==> src/hdl/serial_command_parser_unit_macros.svh <==
// assertion macros for the serial command parser
// expects i_clk and i_rst_n in the scope of the module that uses them
`ifndef SERIAL_COMMAND_PARSER_UNIT_MACROS_SVH
`define SERIAL_COMMAND_PARSER_UNIT_MACROS_SVH

// same-cycle implication, checked out of reset
`define SCP_ASSERT_IMP(lbl, ante, cons) \
    lbl: assert property (@(posedge i_clk) disable iff (!i_rst_n) (ante) |-> (cons)) \
        else $error("serial_command_parser_unit: check failed");

// next-cycle implication, checked out of reset
`define SCP_ASSERT_NXT(lbl, ante, cons) \
    lbl: assert property (@(posedge i_clk) disable iff (!i_rst_n) (ante) |=> (cons)) \
        else $error("serial_command_parser_unit: check failed");

`endif

==> src/hdl/scp_pkg.sv <==
// types and constants of the serial command parser
// no dependencies
package scp_pkg;

    localparam int unsigned ADDR_W = 3;

    // register byte addresses, decoded on word address bits
    localparam logic [ADDR_W-1:0] REG_EOF_CODE = 3'd0;
    localparam logic [7:0]        EOF_CODE_RESET = 8'd26;

    // byte codes
    localparam logic [7:0] B_ESC    = 8'h1B;
    localparam logic [7:0] B_SLASH  = 8'h2F;
    localparam logic [7:0] B_CR     = 8'h0D;
    localparam logic [7:0] B_LF     = 8'h0A;
    localparam logic [7:0] B_HASH   = 8'h23;
    localparam logic [7:0] B_SEMI   = 8'h3B;
    localparam logic [7:0] B_QUERY  = 8'h3F;
    localparam logic [7:0] B_SPACE  = 8'h20;
    localparam logic [7:0] B_UNLK1  = 8'h55;
    localparam logic [7:0] B_UNLK2  = 8'hAA;
    localparam logic [7:0] B_ZERO   = 8'h30;
    localparam logic [7:0] B_FIVE   = 8'h35;
    localparam logic [7:0] B_NINE   = 8'h39;
    localparam logic [7:0] B_UP_A   = 8'h41;
    localparam logic [7:0] B_UP_C   = 8'h43;
    localparam logic [7:0] B_UP_P   = 8'h50;
    localparam logic [7:0] B_UP_R   = 8'h52;
    localparam logic [7:0] B_UP_S   = 8'h53;
    localparam logic [7:0] B_UP_V   = 8'h56;
    localparam logic [7:0] B_UP_Z   = 8'h5A;
    localparam logic [7:0] B_LO_A   = 8'h61;
    localparam logic [7:0] B_LO_Z   = 8'h7A;

    localparam logic [13:0] VOLUME_MAX   = 14'd9999;
    localparam logic [7:0]  PROG_ADJUST  = 8'd101;

    typedef enum logic [2:0] {
        EV_NONE      = 3'd0,
        EV_SHORT_OK  = 3'd1,
        EV_VOLUME_OK = 3'd2,
        EV_SHORT_ERR = 3'd3,
        EV_HOST      = 3'd4,
        EV_HOST_ERR  = 3'd5,
        EV_FW_UNLOCK = 3'd6,
        EV_EOF       = 3'd7
    } t_event;

    typedef enum logic [3:0] {
        CMD_NONE    = 4'd0,
        CMD_TEST0   = 4'd1,
        CMD_STATUS  = 4'd7,
        CMD_START   = 4'd8,
        CMD_STOP    = 4'd9,
        CMD_PROGRAM = 4'd10
    } t_short_cmd;

    typedef enum logic [1:0] {
        PRIME_NONE   = 2'd0,
        PRIME_MAINT  = 2'd1,
        PRIME_ROW    = 2'd2,
        PRIME_COLUMN = 2'd3
    } t_prime;

    typedef enum logic [3:0] {
        ST_IDLE   = 4'd0,
        ST_SLASH  = 4'd1,
        ST_LETTER = 4'd2,
        ST_SEMI   = 4'd3,
        ST_FW1    = 4'd4,
        ST_FW2    = 4'd5,
        ST_EOF    = 4'd6,
        ST_SCMD   = 4'd7,
        ST_P1     = 4'd8,
        ST_P2     = 4'd9,
        ST_END    = 4'd10,
        ST_VOL    = 4'd11
    } t_parse_state;

    typedef struct packed {
        logic [7:0] rx_byte;
        logic       program_running;
    } t_in_word;

    typedef struct packed {
        logic [2:0]  event_res;
        logic [3:0]  short_command;
        logic [13:0] command_value;
        logic [1:0]  prime_mode;
        logic [7:0]  host_letter;
        logic [13:0] prime_volume;
    } t_out_word;

endpackage

==> src/hdl/serial_command_parser_unit.sv <==
// serial command parser, top level: short '#' commands and ESC host commands
// depends on scp_pkg and serial_command_parser_unit_macros.svh
//
//  channel  | valid       | ready       | payload
//  ---------+-------------+-------------+---------------------------
//  input    | i_in_valid  | o_in_ready  | i_in_data  (t_in_word)
//  output   | o_out_valid | i_out_ready | o_out_data (t_out_word)
//  config   | psel/penable| pready (=1) | paddr, pwdata, prdata
//
// one word per cycle sustained while the sink keeps up; a taken word goes into the
// input register, then through the parse logic into the result register, where it
// waits for the sink to take it
// the parser state update between the two registers sets the cycle
// synchronous active-low reset clears control state and reloads the eof code
// a stalled output holds its word; the input register still takes a word if
// the result register frees up in the same cycle
`include "serial_command_parser_unit_macros.svh"

module serial_command_parser_unit (
    input  logic                        i_clk,
    input  logic                        i_rst_n,
    input  logic                        i_in_valid,
    output logic                        o_in_ready,
    input  scp_pkg::t_in_word           i_in_data,
    output logic                        o_out_valid,
    input  logic                        i_out_ready,
    output scp_pkg::t_out_word          o_out_data,
    input  logic                        psel,
    input  logic                        penable,
    input  logic                        pwrite,
    input  logic [scp_pkg::ADDR_W-1:0]  paddr,
    input  logic [31:0]                 pwdata,
    output logic [31:0]                 prdata,
    output logic                        pready
);

    // config register
    logic [7:0] r_eof_code;
    logic       cfg_wr;
    logic       cfg_hit;

    assign pready  = 1'b1;
    assign cfg_hit = (paddr[scp_pkg::ADDR_W-1:2] == scp_pkg::REG_EOF_CODE[scp_pkg::ADDR_W-1:2]);
    assign cfg_wr  = psel && penable && pwrite && pready && cfg_hit;
    assign prdata  = cfg_hit ? {24'd0, r_eof_code} : 32'd0;

    always_ff @(posedge i_clk) begin
        if (!i_rst_n) begin
            r_eof_code <= scp_pkg::EOF_CODE_RESET;
        end else if (cfg_wr) begin
            r_eof_code <= pwdata[7:0];
        end
    end

    // handshake: input register feeds parse logic, result register waits on sink
    logic                r_in_valid;
    scp_pkg::t_in_word   r_in;
    logic                r_out_valid;
    scp_pkg::t_out_word  r_out;
    logic                adv;

    assign adv         = r_in_valid && (!r_out_valid || i_out_ready);
    assign o_in_ready  = !r_in_valid || adv;
    assign o_out_valid = r_out_valid;
    assign o_out_data  = r_out;

    // parser state
    scp_pkg::t_parse_state r_state, n_state;
    logic [7:0]  r_short_letter, n_short_letter;
    logic [7:0]  r_host_type, n_host_type;
    logic [2:0]  r_count, n_count;
    logic [13:0] r_accum, n_accum;
    logic [3:0]  r_cmd, n_cmd;
    logic [13:0] r_value, n_value;
    logic [1:0]  r_prime, n_prime;
    logic [13:0] r_volume, n_volume;
    logic [2:0]  ev;
    logic [7:0]  letter;

    // byte classes of the word in the input register
    logic [7:0] b;
    logic       is_digit, is_alpha, is_eol, is_test;
    logic [3:0] dig;
    logic [7:0] prog_raw;
    logic [13:0] vol_next;

    assign b        = r_in.rx_byte;
    assign is_digit = (b >= scp_pkg::B_ZERO) && (b <= scp_pkg::B_NINE);
    assign is_alpha = ((b >= scp_pkg::B_UP_A) && (b <= scp_pkg::B_UP_Z))
                   || ((b >= scp_pkg::B_LO_A) && (b <= scp_pkg::B_LO_Z));
    assign is_eol   = (b == scp_pkg::B_CR) || (b == scp_pkg::B_LF);
    assign is_test  = (b >= scp_pkg::B_ZERO) && (b <= scp_pkg::B_FIVE);
    assign dig      = b[3:0];
    // program number: accum holds 0-9, or 10 after a prime letter
    assign prog_raw = {4'd0, r_accum[3:0]} * 8'd10 + {4'd0, dig};
    // volume: at most three digits held, so the result stays below 10000
    assign vol_next = r_accum * 14'd10 + {10'd0, dig};

    // next-state block
    always_comb begin
        logic err_s;
        logic err_h;
        logic [7:0] pv;
        err_s          = 1'b0;
        err_h          = 1'b0;
        pv             = 8'd0;
        n_state        = r_state;
        n_short_letter = r_short_letter;
        n_host_type    = r_host_type;
        n_count        = r_count;
        n_accum        = r_accum;
        n_cmd          = r_cmd;
        n_value        = r_value;
        n_prime        = r_prime;
        n_volume       = r_volume;
        ev             = scp_pkg::EV_NONE;
        letter         = 8'd0;

        // restart bytes override whatever was in progress
        if (b == scp_pkg::B_ESC) begin
            n_state     = scp_pkg::ST_IDLE;
            n_count     = 3'd0;
            n_accum     = 14'd0;
            n_host_type = scp_pkg::B_SPACE;
        end
        if (b == scp_pkg::B_HASH) begin
            n_state        = scp_pkg::ST_IDLE;
            n_count        = 3'd0;
            n_accum        = 14'd0;
            n_short_letter = 8'd0;
            n_cmd          = scp_pkg::CMD_NONE;
            n_value        = 14'd0;
        end

        unique case (n_state)
            scp_pkg::ST_IDLE: begin
                if (b == scp_pkg::B_ESC) begin
                    n_state = scp_pkg::ST_SLASH;
                end else if (b == scp_pkg::B_HASH) begin
                    n_state = scp_pkg::ST_SCMD;
                end
            end
            scp_pkg::ST_SCMD: begin
                n_short_letter = b;
                if (is_test || b == scp_pkg::B_QUERY || b == scp_pkg::B_UP_S
                        || b == scp_pkg::B_UP_R) begin
                    n_state = scp_pkg::ST_END;
                end else if (b == scp_pkg::B_UP_P) begin
                    n_state = scp_pkg::ST_P1;
                end else if (b == scp_pkg::B_UP_V) begin
                    n_state = scp_pkg::ST_VOL;
                end else begin
                    err_s = 1'b1;
                end
            end
            scp_pkg::ST_P1: begin
                if (is_digit) begin
                    n_accum = {10'd0, dig};
                    n_count = 3'd1;
                    n_prime = scp_pkg::PRIME_NONE;
                    n_state = scp_pkg::ST_P2;
                end else if (b == scp_pkg::B_UP_A || b == scp_pkg::B_UP_R
                        || b == scp_pkg::B_UP_C) begin
                    n_accum = 14'd10;
                    n_count = 3'd2;
                    if (b == scp_pkg::B_UP_A) begin
                        n_prime = scp_pkg::PRIME_MAINT;
                    end else if (b == scp_pkg::B_UP_R) begin
                        n_prime = scp_pkg::PRIME_ROW;
                    end else begin
                        n_prime = scp_pkg::PRIME_COLUMN;
                    end
                    n_state = scp_pkg::ST_P2;
                end else begin
                    err_s = 1'b1;
                end
            end
            scp_pkg::ST_P2: begin
                if (is_digit) begin
                    pv = (prog_raw >= scp_pkg::PROG_ADJUST) ? prog_raw - 8'd1 : prog_raw;
                    n_value = {6'd0, pv};
                    n_count = r_count + 3'd1;
                    n_state = scp_pkg::ST_END;
                end else begin
                    err_s = 1'b1;
                end
            end
            scp_pkg::ST_END: begin
                if (is_eol) begin
                    if (r_short_letter >= scp_pkg::B_ZERO
                            && r_short_letter <= scp_pkg::B_FIVE) begin
                        n_cmd = scp_pkg::CMD_TEST0 + r_short_letter[3:0];
                        ev    = scp_pkg::EV_SHORT_OK;
                    end else if (r_short_letter == scp_pkg::B_QUERY) begin
                        n_cmd = scp_pkg::CMD_STATUS;
                        ev    = scp_pkg::EV_SHORT_OK;
                    end else if (r_short_letter == scp_pkg::B_UP_S) begin
                        n_cmd = scp_pkg::CMD_START;
                        ev    = scp_pkg::EV_SHORT_OK;
                    end else if (r_short_letter == scp_pkg::B_UP_R) begin
                        n_cmd = scp_pkg::CMD_STOP;
                        ev    = scp_pkg::EV_SHORT_OK;
                    end else if (r_short_letter == scp_pkg::B_UP_P) begin
                        n_cmd = scp_pkg::CMD_PROGRAM;
                        ev    = scp_pkg::EV_SHORT_OK;
                    end else begin
                        err_s = 1'b1;
                    end
                end else begin
                    err_s = 1'b1;
                end
                n_state = scp_pkg::ST_IDLE;
            end
            scp_pkg::ST_VOL: begin
                if (is_digit && r_count < 3'd4) begin
                    n_accum = vol_next;
                    n_count = r_count + 3'd1;
                end else if (is_eol && r_count >= 3'd1 && r_count <= 3'd4
                        && r_accum <= scp_pkg::VOLUME_MAX) begin
                    n_value  = r_accum;
                    n_volume = r_accum;
                    ev       = scp_pkg::EV_VOLUME_OK;
                    n_state  = scp_pkg::ST_IDLE;
                end else begin
                    err_s = 1'b1;
                end
            end
            scp_pkg::ST_SLASH: begin
                if (b == scp_pkg::B_SLASH) begin
                    n_state = scp_pkg::ST_LETTER;
                end else begin
                    err_h = 1'b1;
                end
            end
            scp_pkg::ST_LETTER: begin
                n_count = 3'd0;
                n_accum = 14'd0;
                if (is_alpha || b == scp_pkg::B_CR || b == r_eof_code) begin
                    n_host_type = b;
                    n_state = (b == scp_pkg::B_CR) ? scp_pkg::ST_IDLE : scp_pkg::ST_SEMI;
                end else begin
                    err_h = 1'b1;
                end
            end
            scp_pkg::ST_SEMI: begin
                if (b == scp_pkg::B_SEMI) begin
                    case (r_host_type) inside
                        "A", "B", "U", "C", "Q", "D", "E", "F", "G", "H", "I", "J",
                        "R", "Z": begin
                            ev      = scp_pkg::EV_HOST;
                            letter  = r_host_type;
                            n_state = scp_pkg::ST_IDLE;
                        end
                        // calibration letters wait while a program runs
                        "L", "M", "O", "P": begin
                            if (!r_in.program_running) begin
                                ev      = scp_pkg::EV_HOST;
                                letter  = r_host_type;
                                n_state = scp_pkg::ST_IDLE;
                            end
                        end
                        "z": begin
                            ev     = scp_pkg::EV_HOST;
                            letter = r_host_type;
                        end
                        "X": begin
                            ev      = scp_pkg::EV_HOST;
                            letter  = r_host_type;
                            n_state = scp_pkg::ST_FW1;
                        end
                        scp_pkg::B_CR: begin
                            n_state = scp_pkg::ST_IDLE;
                        end
                        default: begin
                            if (r_host_type == r_eof_code) begin
                                ev      = scp_pkg::EV_EOF;
                                n_state = scp_pkg::ST_EOF;
                            end else begin
                                err_h = 1'b1;
                            end
                        end
                    endcase
                end
            end
            scp_pkg::ST_FW1: begin
                if (b == scp_pkg::B_UNLK1) begin
                    n_state = scp_pkg::ST_FW2;
                end else begin
                    err_h = 1'b1;
                end
            end
            scp_pkg::ST_FW2: begin
                if (b == scp_pkg::B_UNLK2) begin
                    ev = scp_pkg::EV_FW_UNLOCK;
                end
                n_state = scp_pkg::ST_IDLE;
            end
            // end of file and unused codes fall back to idle
            default: begin
                n_state = scp_pkg::ST_IDLE;
            end
        endcase

        if (err_s) begin
            n_state        = scp_pkg::ST_IDLE;
            n_short_letter = 8'd0;
            n_cmd          = scp_pkg::CMD_NONE;
            n_value        = 14'd0;
            n_prime        = scp_pkg::PRIME_NONE;
            ev             = scp_pkg::EV_SHORT_ERR;
        end
        if (err_h) begin
            n_state        = scp_pkg::ST_IDLE;
            n_short_letter = 8'd0;
            n_cmd          = scp_pkg::CMD_NONE;
            n_value        = 14'd0;
            ev             = scp_pkg::EV_HOST_ERR;
        end
    end

    // output word block
    scp_pkg::t_out_word n_out;
    always_comb begin
        n_out.event_res     = ev;
        n_out.short_command = n_cmd;
        n_out.command_value = n_value;
        n_out.prime_mode    = n_prime;
        n_out.host_letter   = letter;
        n_out.prime_volume  = n_volume;
    end

    // control and parser state registers
    always_ff @(posedge i_clk) begin
        if (!i_rst_n) begin
            r_in_valid     <= 1'b0;
            r_out_valid    <= 1'b0;
            r_state        <= scp_pkg::ST_IDLE;
            r_short_letter <= 8'd0;
            r_host_type    <= scp_pkg::B_SPACE;
            r_count        <= 3'd0;
            r_accum        <= 14'd0;
            r_cmd          <= scp_pkg::CMD_NONE;
            r_value        <= 14'd0;
            r_prime        <= scp_pkg::PRIME_NONE;
            r_volume       <= 14'd0;
        end else begin
            if (o_in_ready) begin
                r_in_valid <= i_in_valid;
            end
            if (adv) begin
                r_out_valid    <= 1'b1;
                r_state        <= n_state;
                r_short_letter <= n_short_letter;
                r_host_type    <= n_host_type;
                r_count        <= n_count;
                r_accum        <= n_accum;
                r_cmd          <= n_cmd;
                r_value        <= n_value;
                r_prime        <= n_prime;
                r_volume       <= n_volume;
            end else if (i_out_ready) begin
                r_out_valid <= 1'b0;
            end
        end
    end

    // payload registers
    always_ff @(posedge i_clk) begin
        if (o_in_ready && i_in_valid) begin
            r_in <= i_in_data;
        end
        if (adv) begin
            r_out <= n_out;
        end
    end

    // check terms on the result word
    logic ck_host;
    logic ck_volume;
    logic ck_short_err;
    logic ck_no_letter;
    logic ck_cleared;

    assign ck_host      = o_out_valid && (o_out_data.event_res == scp_pkg::EV_HOST);
    assign ck_volume    = o_out_valid && (o_out_data.event_res == scp_pkg::EV_VOLUME_OK);
    assign ck_short_err = o_out_valid && (o_out_data.event_res == scp_pkg::EV_SHORT_ERR);
    assign ck_no_letter = (o_out_data.host_letter == 8'd0);
    assign ck_cleared   = (o_out_data.short_command == scp_pkg::CMD_NONE)
                       && (o_out_data.command_value == 14'd0)
                       && (o_out_data.prime_mode == scp_pkg::PRIME_NONE);

    // checks
    `SCP_ASSERT_IMP(a_stall_only_when_full, !o_in_ready, r_in_valid && r_out_valid && !i_out_ready)
    `SCP_ASSERT_IMP(a_letter_only_on_dispatch, o_out_valid && !ck_host, ck_no_letter)
    `SCP_ASSERT_IMP(a_dispatch_has_letter, ck_host, !ck_no_letter)
    `SCP_ASSERT_IMP(a_volume_latched, ck_volume, o_out_data.command_value == o_out_data.prime_volume)
    `SCP_ASSERT_IMP(a_short_error_clears, ck_short_err, ck_cleared)
    `SCP_ASSERT_NXT(a_result_follows_advance, adv, o_out_valid)

endmodule
==> config.mk <==
export PLATFORM = sky130hd
export DESIGN_NAME = serial_command_parser_unit
export DESIGN_NICKNAME = d
export VERILOG_FILES = /design/src/hdl/scp_pkg.sv /design/src/hdl/serial_command_parser_unit.sv
export VERILOG_INCLUDE_DIRS = /design/src /design/src/hdl
export SDC_FILE = /design/constraint.sdc
export NUM_CORES = 1
export LEC_CHECK = 0
export ABC_AREA = 1
export BUFFER_PORTS_ARGS = -buffer_cell sky130_fd_sc_hd__buf_4
export CAP_MARGIN = 5
export CORE_MARGIN = 8
export CORE_UTILIZATION = 40
export DETAILED_ROUTE_END_ITERATION = 8
export HOLD_SLACK_MARGIN = 0.1
export PLACE_DENSITY_LB_ADDON = 0.3
export SKIP_CTS_REPAIR_TIMING = 1
export SYNTH_ARGS = -nofsm -noshare
export SYNTH_HDL_FRONTEND = slang
export SYNTH_SLANG_ARGS = --single-unit
==> constraint.sdc <==
create_clock -name i_clk -period 3.3 [get_ports i_clk]
set_clock_uncertainty 0.15 [all_clocks]
set_input_delay 0.165 -clock i_clk [delete_from_list [all_inputs] [get_ports i_clk]]
set_output_delay 0.165 -clock i_clk [all_outputs]
set_load 0.05 [all_outputs]
==> run summary <==
The total of fill cells in the finished design is 2228. For the pin with the worst max-slew slack, the measured transition is 0.843 ns. The final non-filler cell area is 10800 um2. In the synthesized netlist the dominant register cell turns out to be sky130_fd_sc_hd__dfxtp_1. The pin count of the biggest net entering global routing came out at 66.

The highest net fanout along the worst path came out at 10. The number of global-route vias before repair came out at 7897. The via count is 8501. For this run the aggregate overflow at the end of global routing stands at 0. The buffer depth of the longest clock path came out at 2. The number of enable-type register cells in the synthesized netlist is 54.

The number of clock sinks came out at 135. The Yosys warning count came out at 0. TritonCTS built the clock tree. The summed negative setup slack over all endpoints came out at 0 ns. The max-slew violation total from the final report is 0. The unique cell type count in the Yosys netlist came out at 47. The fraction of power consumed by sequential logic is 40.8%. The register area share after synthesis is 36.0%. The synthesized area per cell came out at 7.04 um2.

The number of top-level pins is 131. Traced cell by cell, the critical path runs through ha_1 -> ha_1 -> inv_1 -> fa_1 -> nor2_1 -> nand3_1 -> nand3_1 -> nand2_1 -> nor2_1 -> nand2_2 -> nand2_4 -> o21ai_0 -> nand3_1 -> nand3_1 -> nand2_1 -> inv_1. STA classifies the critical path startpoint as a flop. After layout, the minimum clock period comes to 3.08 ns. The wire-length estimate of the detail-placed layout is 18.8 mm.

The worst hold path class is input port to flop. The largest family of logic cells by synthesized area is simple AND/OR/NAND/NOR gates. The delay of the slowest cell on the worst path is 0.46 ns. The tightest hold margin came out at 0.236 ns. The number of nets in the layout came out at 1487. Including well taps, the total number of placed cells is 1642.

The clock transition at the register clock pins on the worst setup and hold paths after CTS came out at 0.07 ns. The worst setup path is of the flop to flop kind. Synthesis handed over a netlist of 1280 instances.

The H-tree was split into 4 levels. Compared with the post-synthesis result, the final layout area differs by 20.3%. The switching power of the nets came out at 1.40 mW.

The internal power summed over all cells is 3.20 mW. The area of the mapped netlist came out at 9010 um2. For this design the ratio of total power to cell area is 425 nW/um2. Along the worst hold path, the cell count comes to 4. The area of the die came out at 27600 um2. The adder and majority cell fraction of the synthesized area is 5.11%.

The final number of setup-violating endpoints came out at 0. Setup repair after global routing left no endpoint under its margin. The routed design has 25.2 mm of wire. The flow ran to the end, and the final reports show no timing, DRC or antenna violations. The leakage power of the design came out at 5.06 nW. The number of placement rows came out at 55. The worst setup path is captured at a flop. The fraction of registers with async set or reset after synthesis is 0%. The worst endpoint data arrival time is 3.12 ns.

The final core utilization came out at 48.5%. The final count of hold timing violations came out at 0. The overall global routing resource usage came out at 17.9%. The data required time of the critical path is 3.34 ns. The complex-gate fraction of the synthesized area is 14.4%.

The synthesized-area fraction occupied by xor and xnor cells is 2.43%. The area after detailed placement is 9990 um2. The simple-gate share of the synthesized area came out at 30.0%.

The wire length per cell after detailed routing came out at 14.8 um. The number of antenna-violating nets in the routed design is 0. The library cell used most frequently in the layout, excluding fill and tap cells, is sky130_fd_sc_hd__nand2_1. The die span in x is 166 um. The total power consumption of the routed design came out at 4.61 mW. The finished layout holds 1699 standard cells, fillers aside. The first global-routing pass estimated 40.6 mm of wire. The footprint of the multi-input gates is 4790 um2.

The ratio of cells with drive above 1 in the final layout came out at 16.0%. Combinational logic burns 17.2% of the power. The DRC marker count from the first detailed-route iteration is 561. The worst IR drop on VDD came out at 0.311 mV. Timing analysis after detailed placement gives a worst setup slack of 0.0911 ns. Measured against the total synthesized area, the mux share comes to 0%. The height of the die came out at 166 um. CTS placed an instance of sky130_fd_sc_hd__clkbuf_16 at the clock tree root.

Once the floorplan was initialized, standard cells occupied 40.3% of the core. In the finished design, the share of the clock period the worst path needs comes to 93.2%. The register area is 3250 um2. The worst reg2reg path depth is 16.

In the post-route analysis, the smallest setup slack over all paths is 0.223 ns. The top cell types in the final layout, fill and taps aside, are sky130_fd_sc_hd__nand2_1 (275), sky130_fd_sc_hd__inv_1 (171), sky130_fd_sc_hd__nor2_1 (128), sky130_fd_sc_hd__buf_4 (116), sky130_fd_sc_hd__nand3_1 (115). The final weighted congestion of routability-driven global placement came out at 0.890. Dividing the detail-routed via count by the number of cells gives 5.00. The number of antenna diodes came out at 0.

Of the total power, the share spent switching nets is 30.4%. For the worst-skew pair, the clock arrives at the later sink with an insertion delay of 0.43 ns. The initial antenna violation count is 0. After floorplanning, the core was sized to cover 22400 um2. The headroom to the max-slew limit is 43.7%. The number of buffers inserted during clock tree synthesis came out at 17.

Across the run, the number of max-cap violations was 0. The largest individual stage delay along the critical path comes from the cell sky130_fd_sc_hd__fa_1. The number of buffer cells added on primary ports came out at 79. Based on the critical path, the design can be clocked at up to 325 MHz. The share of total power dissipated in the clock network is 42.0%. The final routed DRC violation total is 0. The most repeated library cell on the critical path is sky130_fd_sc_hd__nand3_1.

The number of iterations in the first detailed-routing pass came out at 6. The synthesized flop and latch total is 135.
==> critical path, delay by kind of cell, from the launching register on <==
kind	cells	cell delay, ns
AND/OR/NAND/NOR	10	1.12
AO/OA/AOI/OAI	1	0.11
flip-flops	1	0.35
adder cells (fa/ha/maj)	3	0.97
buffers and inverters	2	0.12
==> state kept, by name (all words and copies together), names as in the netlist <==
| signal | cells |
|---|---|
| o_out_valid | 1 |
| r_state | 4 |
| r_eof_code | 8 |
| r_accum | 14 |
| r_host_type | 8 |
| o_out_data | 45 |
| r_prime | 2 |
| r_in_valid | 1 |
| r_value | 14 |
| r_count | 3 |
| r_in | 1 |
| r_cmd | 4 |
| r_short_letter | 8 |
| r_volume | 14 |
| b | 8 |
==> routing by layer <==
metal / share of wire, % / track usage (%)
met1: 48 / 25.2
met5: 0 / 0
met2: 44 / 27.2
met4: 1.8 / 6.17
met3: 6.3 / 3.19
==> synth_stat cells (6+ instances only) <==
| cell | number | area, um2 |
|---|---|---|
| sky130_fd_sc_hd__nor2_4 | 7 | 78.8 |
| sky130_fd_sc_hd__o211ai_1 | 13 | 97.6 |
| sky130_fd_sc_hd__a21oi_1 | 83 | 415 |
| sky130_fd_sc_hd__nor3_1 | 11 | 55.1 |
| sky130_fd_sc_hd__buf_4 | 28 | 210 |
| sky130_fd_sc_hd__nor2_2 | 11 | 68.8 |
| sky130_fd_sc_hd__nor2_1 | 128 | 480 |
| sky130_fd_sc_hd__buf_2 | 6 | 30.0 |
| sky130_fd_sc_hd__ha_1 | 32 | 400 |
| sky130_fd_sc_hd__inv_1 | 173 | 649 |
| sky130_fd_sc_hd__o21ai_1 | 10 | 50.1 |
| sky130_fd_sc_hd__nand2_2 | 14 | 87.6 |
| sky130_fd_sc_hd__inv_2 | 7 | 26.3 |
| sky130_fd_sc_hd__nand3_1 | 115 | 576 |
| sky130_fd_sc_hd__nand4_1 | 14 | 87.6 |
| sky130_fd_sc_hd__nand3_2 | 6 | 60.1 |
| sky130_fd_sc_hd__o21ai_0 | 99 | 495 |
| sky130_fd_sc_hd__xnor2_1 | 10 | 87.6 |
| sky130_fd_sc_hd__edfxtp_1 | 54 | 1620 |
| sky130_fd_sc_hd__clkbuf_1 | 22 | 82.6 |
| sky130_fd_sc_hd__a21oi_2 | 15 | 131 |
| sky130_fd_sc_hd__xor2_1 | 15 | 131 |
| sky130_fd_sc_hd__nand2_1 | 277 | 1040 |
| sky130_fd_sc_hd__dfxtp_1 | 81 | 1620 |
| sky130_fd_sc_hd__a31oi_1 | 9 | 56.3 |
==> layout make-up <==
class	instances	area share, %
flip-flops and latches	135	29.9
well taps	285	3.29
clock buffers	17	3.92
multi-input cells	921	44.2
clock inverters	15	1.53
inverters	183	6.38
repair buffers	143	10.7
==> path summary, 6_finish.rpt <==
check	startpoint	end	slack, ns
worst min-delay path	psel	r_eof_code[0]	0.24
worst max register to register	r_accum[1]	o_out_data[26]	0.22
worst min register to register	r_short_letter[7]	r_short_letter[7]	0.30
worst max-delay path	r_accum[1]	o_out_data[26]	0.22
==> cells by family (layout without fill, tap and decap cells) <==
kind of cell	Yosys count	after routing
flip-flops	135	135
AND/OR/NAND/NOR	599	599
adder cells (fa/ha/maj)	35	35
XOR/XNOR	25	25
AO/OA/AOI/OAI	236	236
buffers and inverters	248	358
other	2	26
==> power groups by stage <==
stage	Clock, mW	Sequential (mW)	Combinational, mW
finish	1.94	1.88	0.790
global route	2.05	1.89	0.872
CTS	1.97	1.88	0.763
detailed placement	0	1.91	0.760
global placement	0	1.91	0.751
floorplan	0	2.01	0.480
No activity file was read; power rests on OpenSTA's default activity.
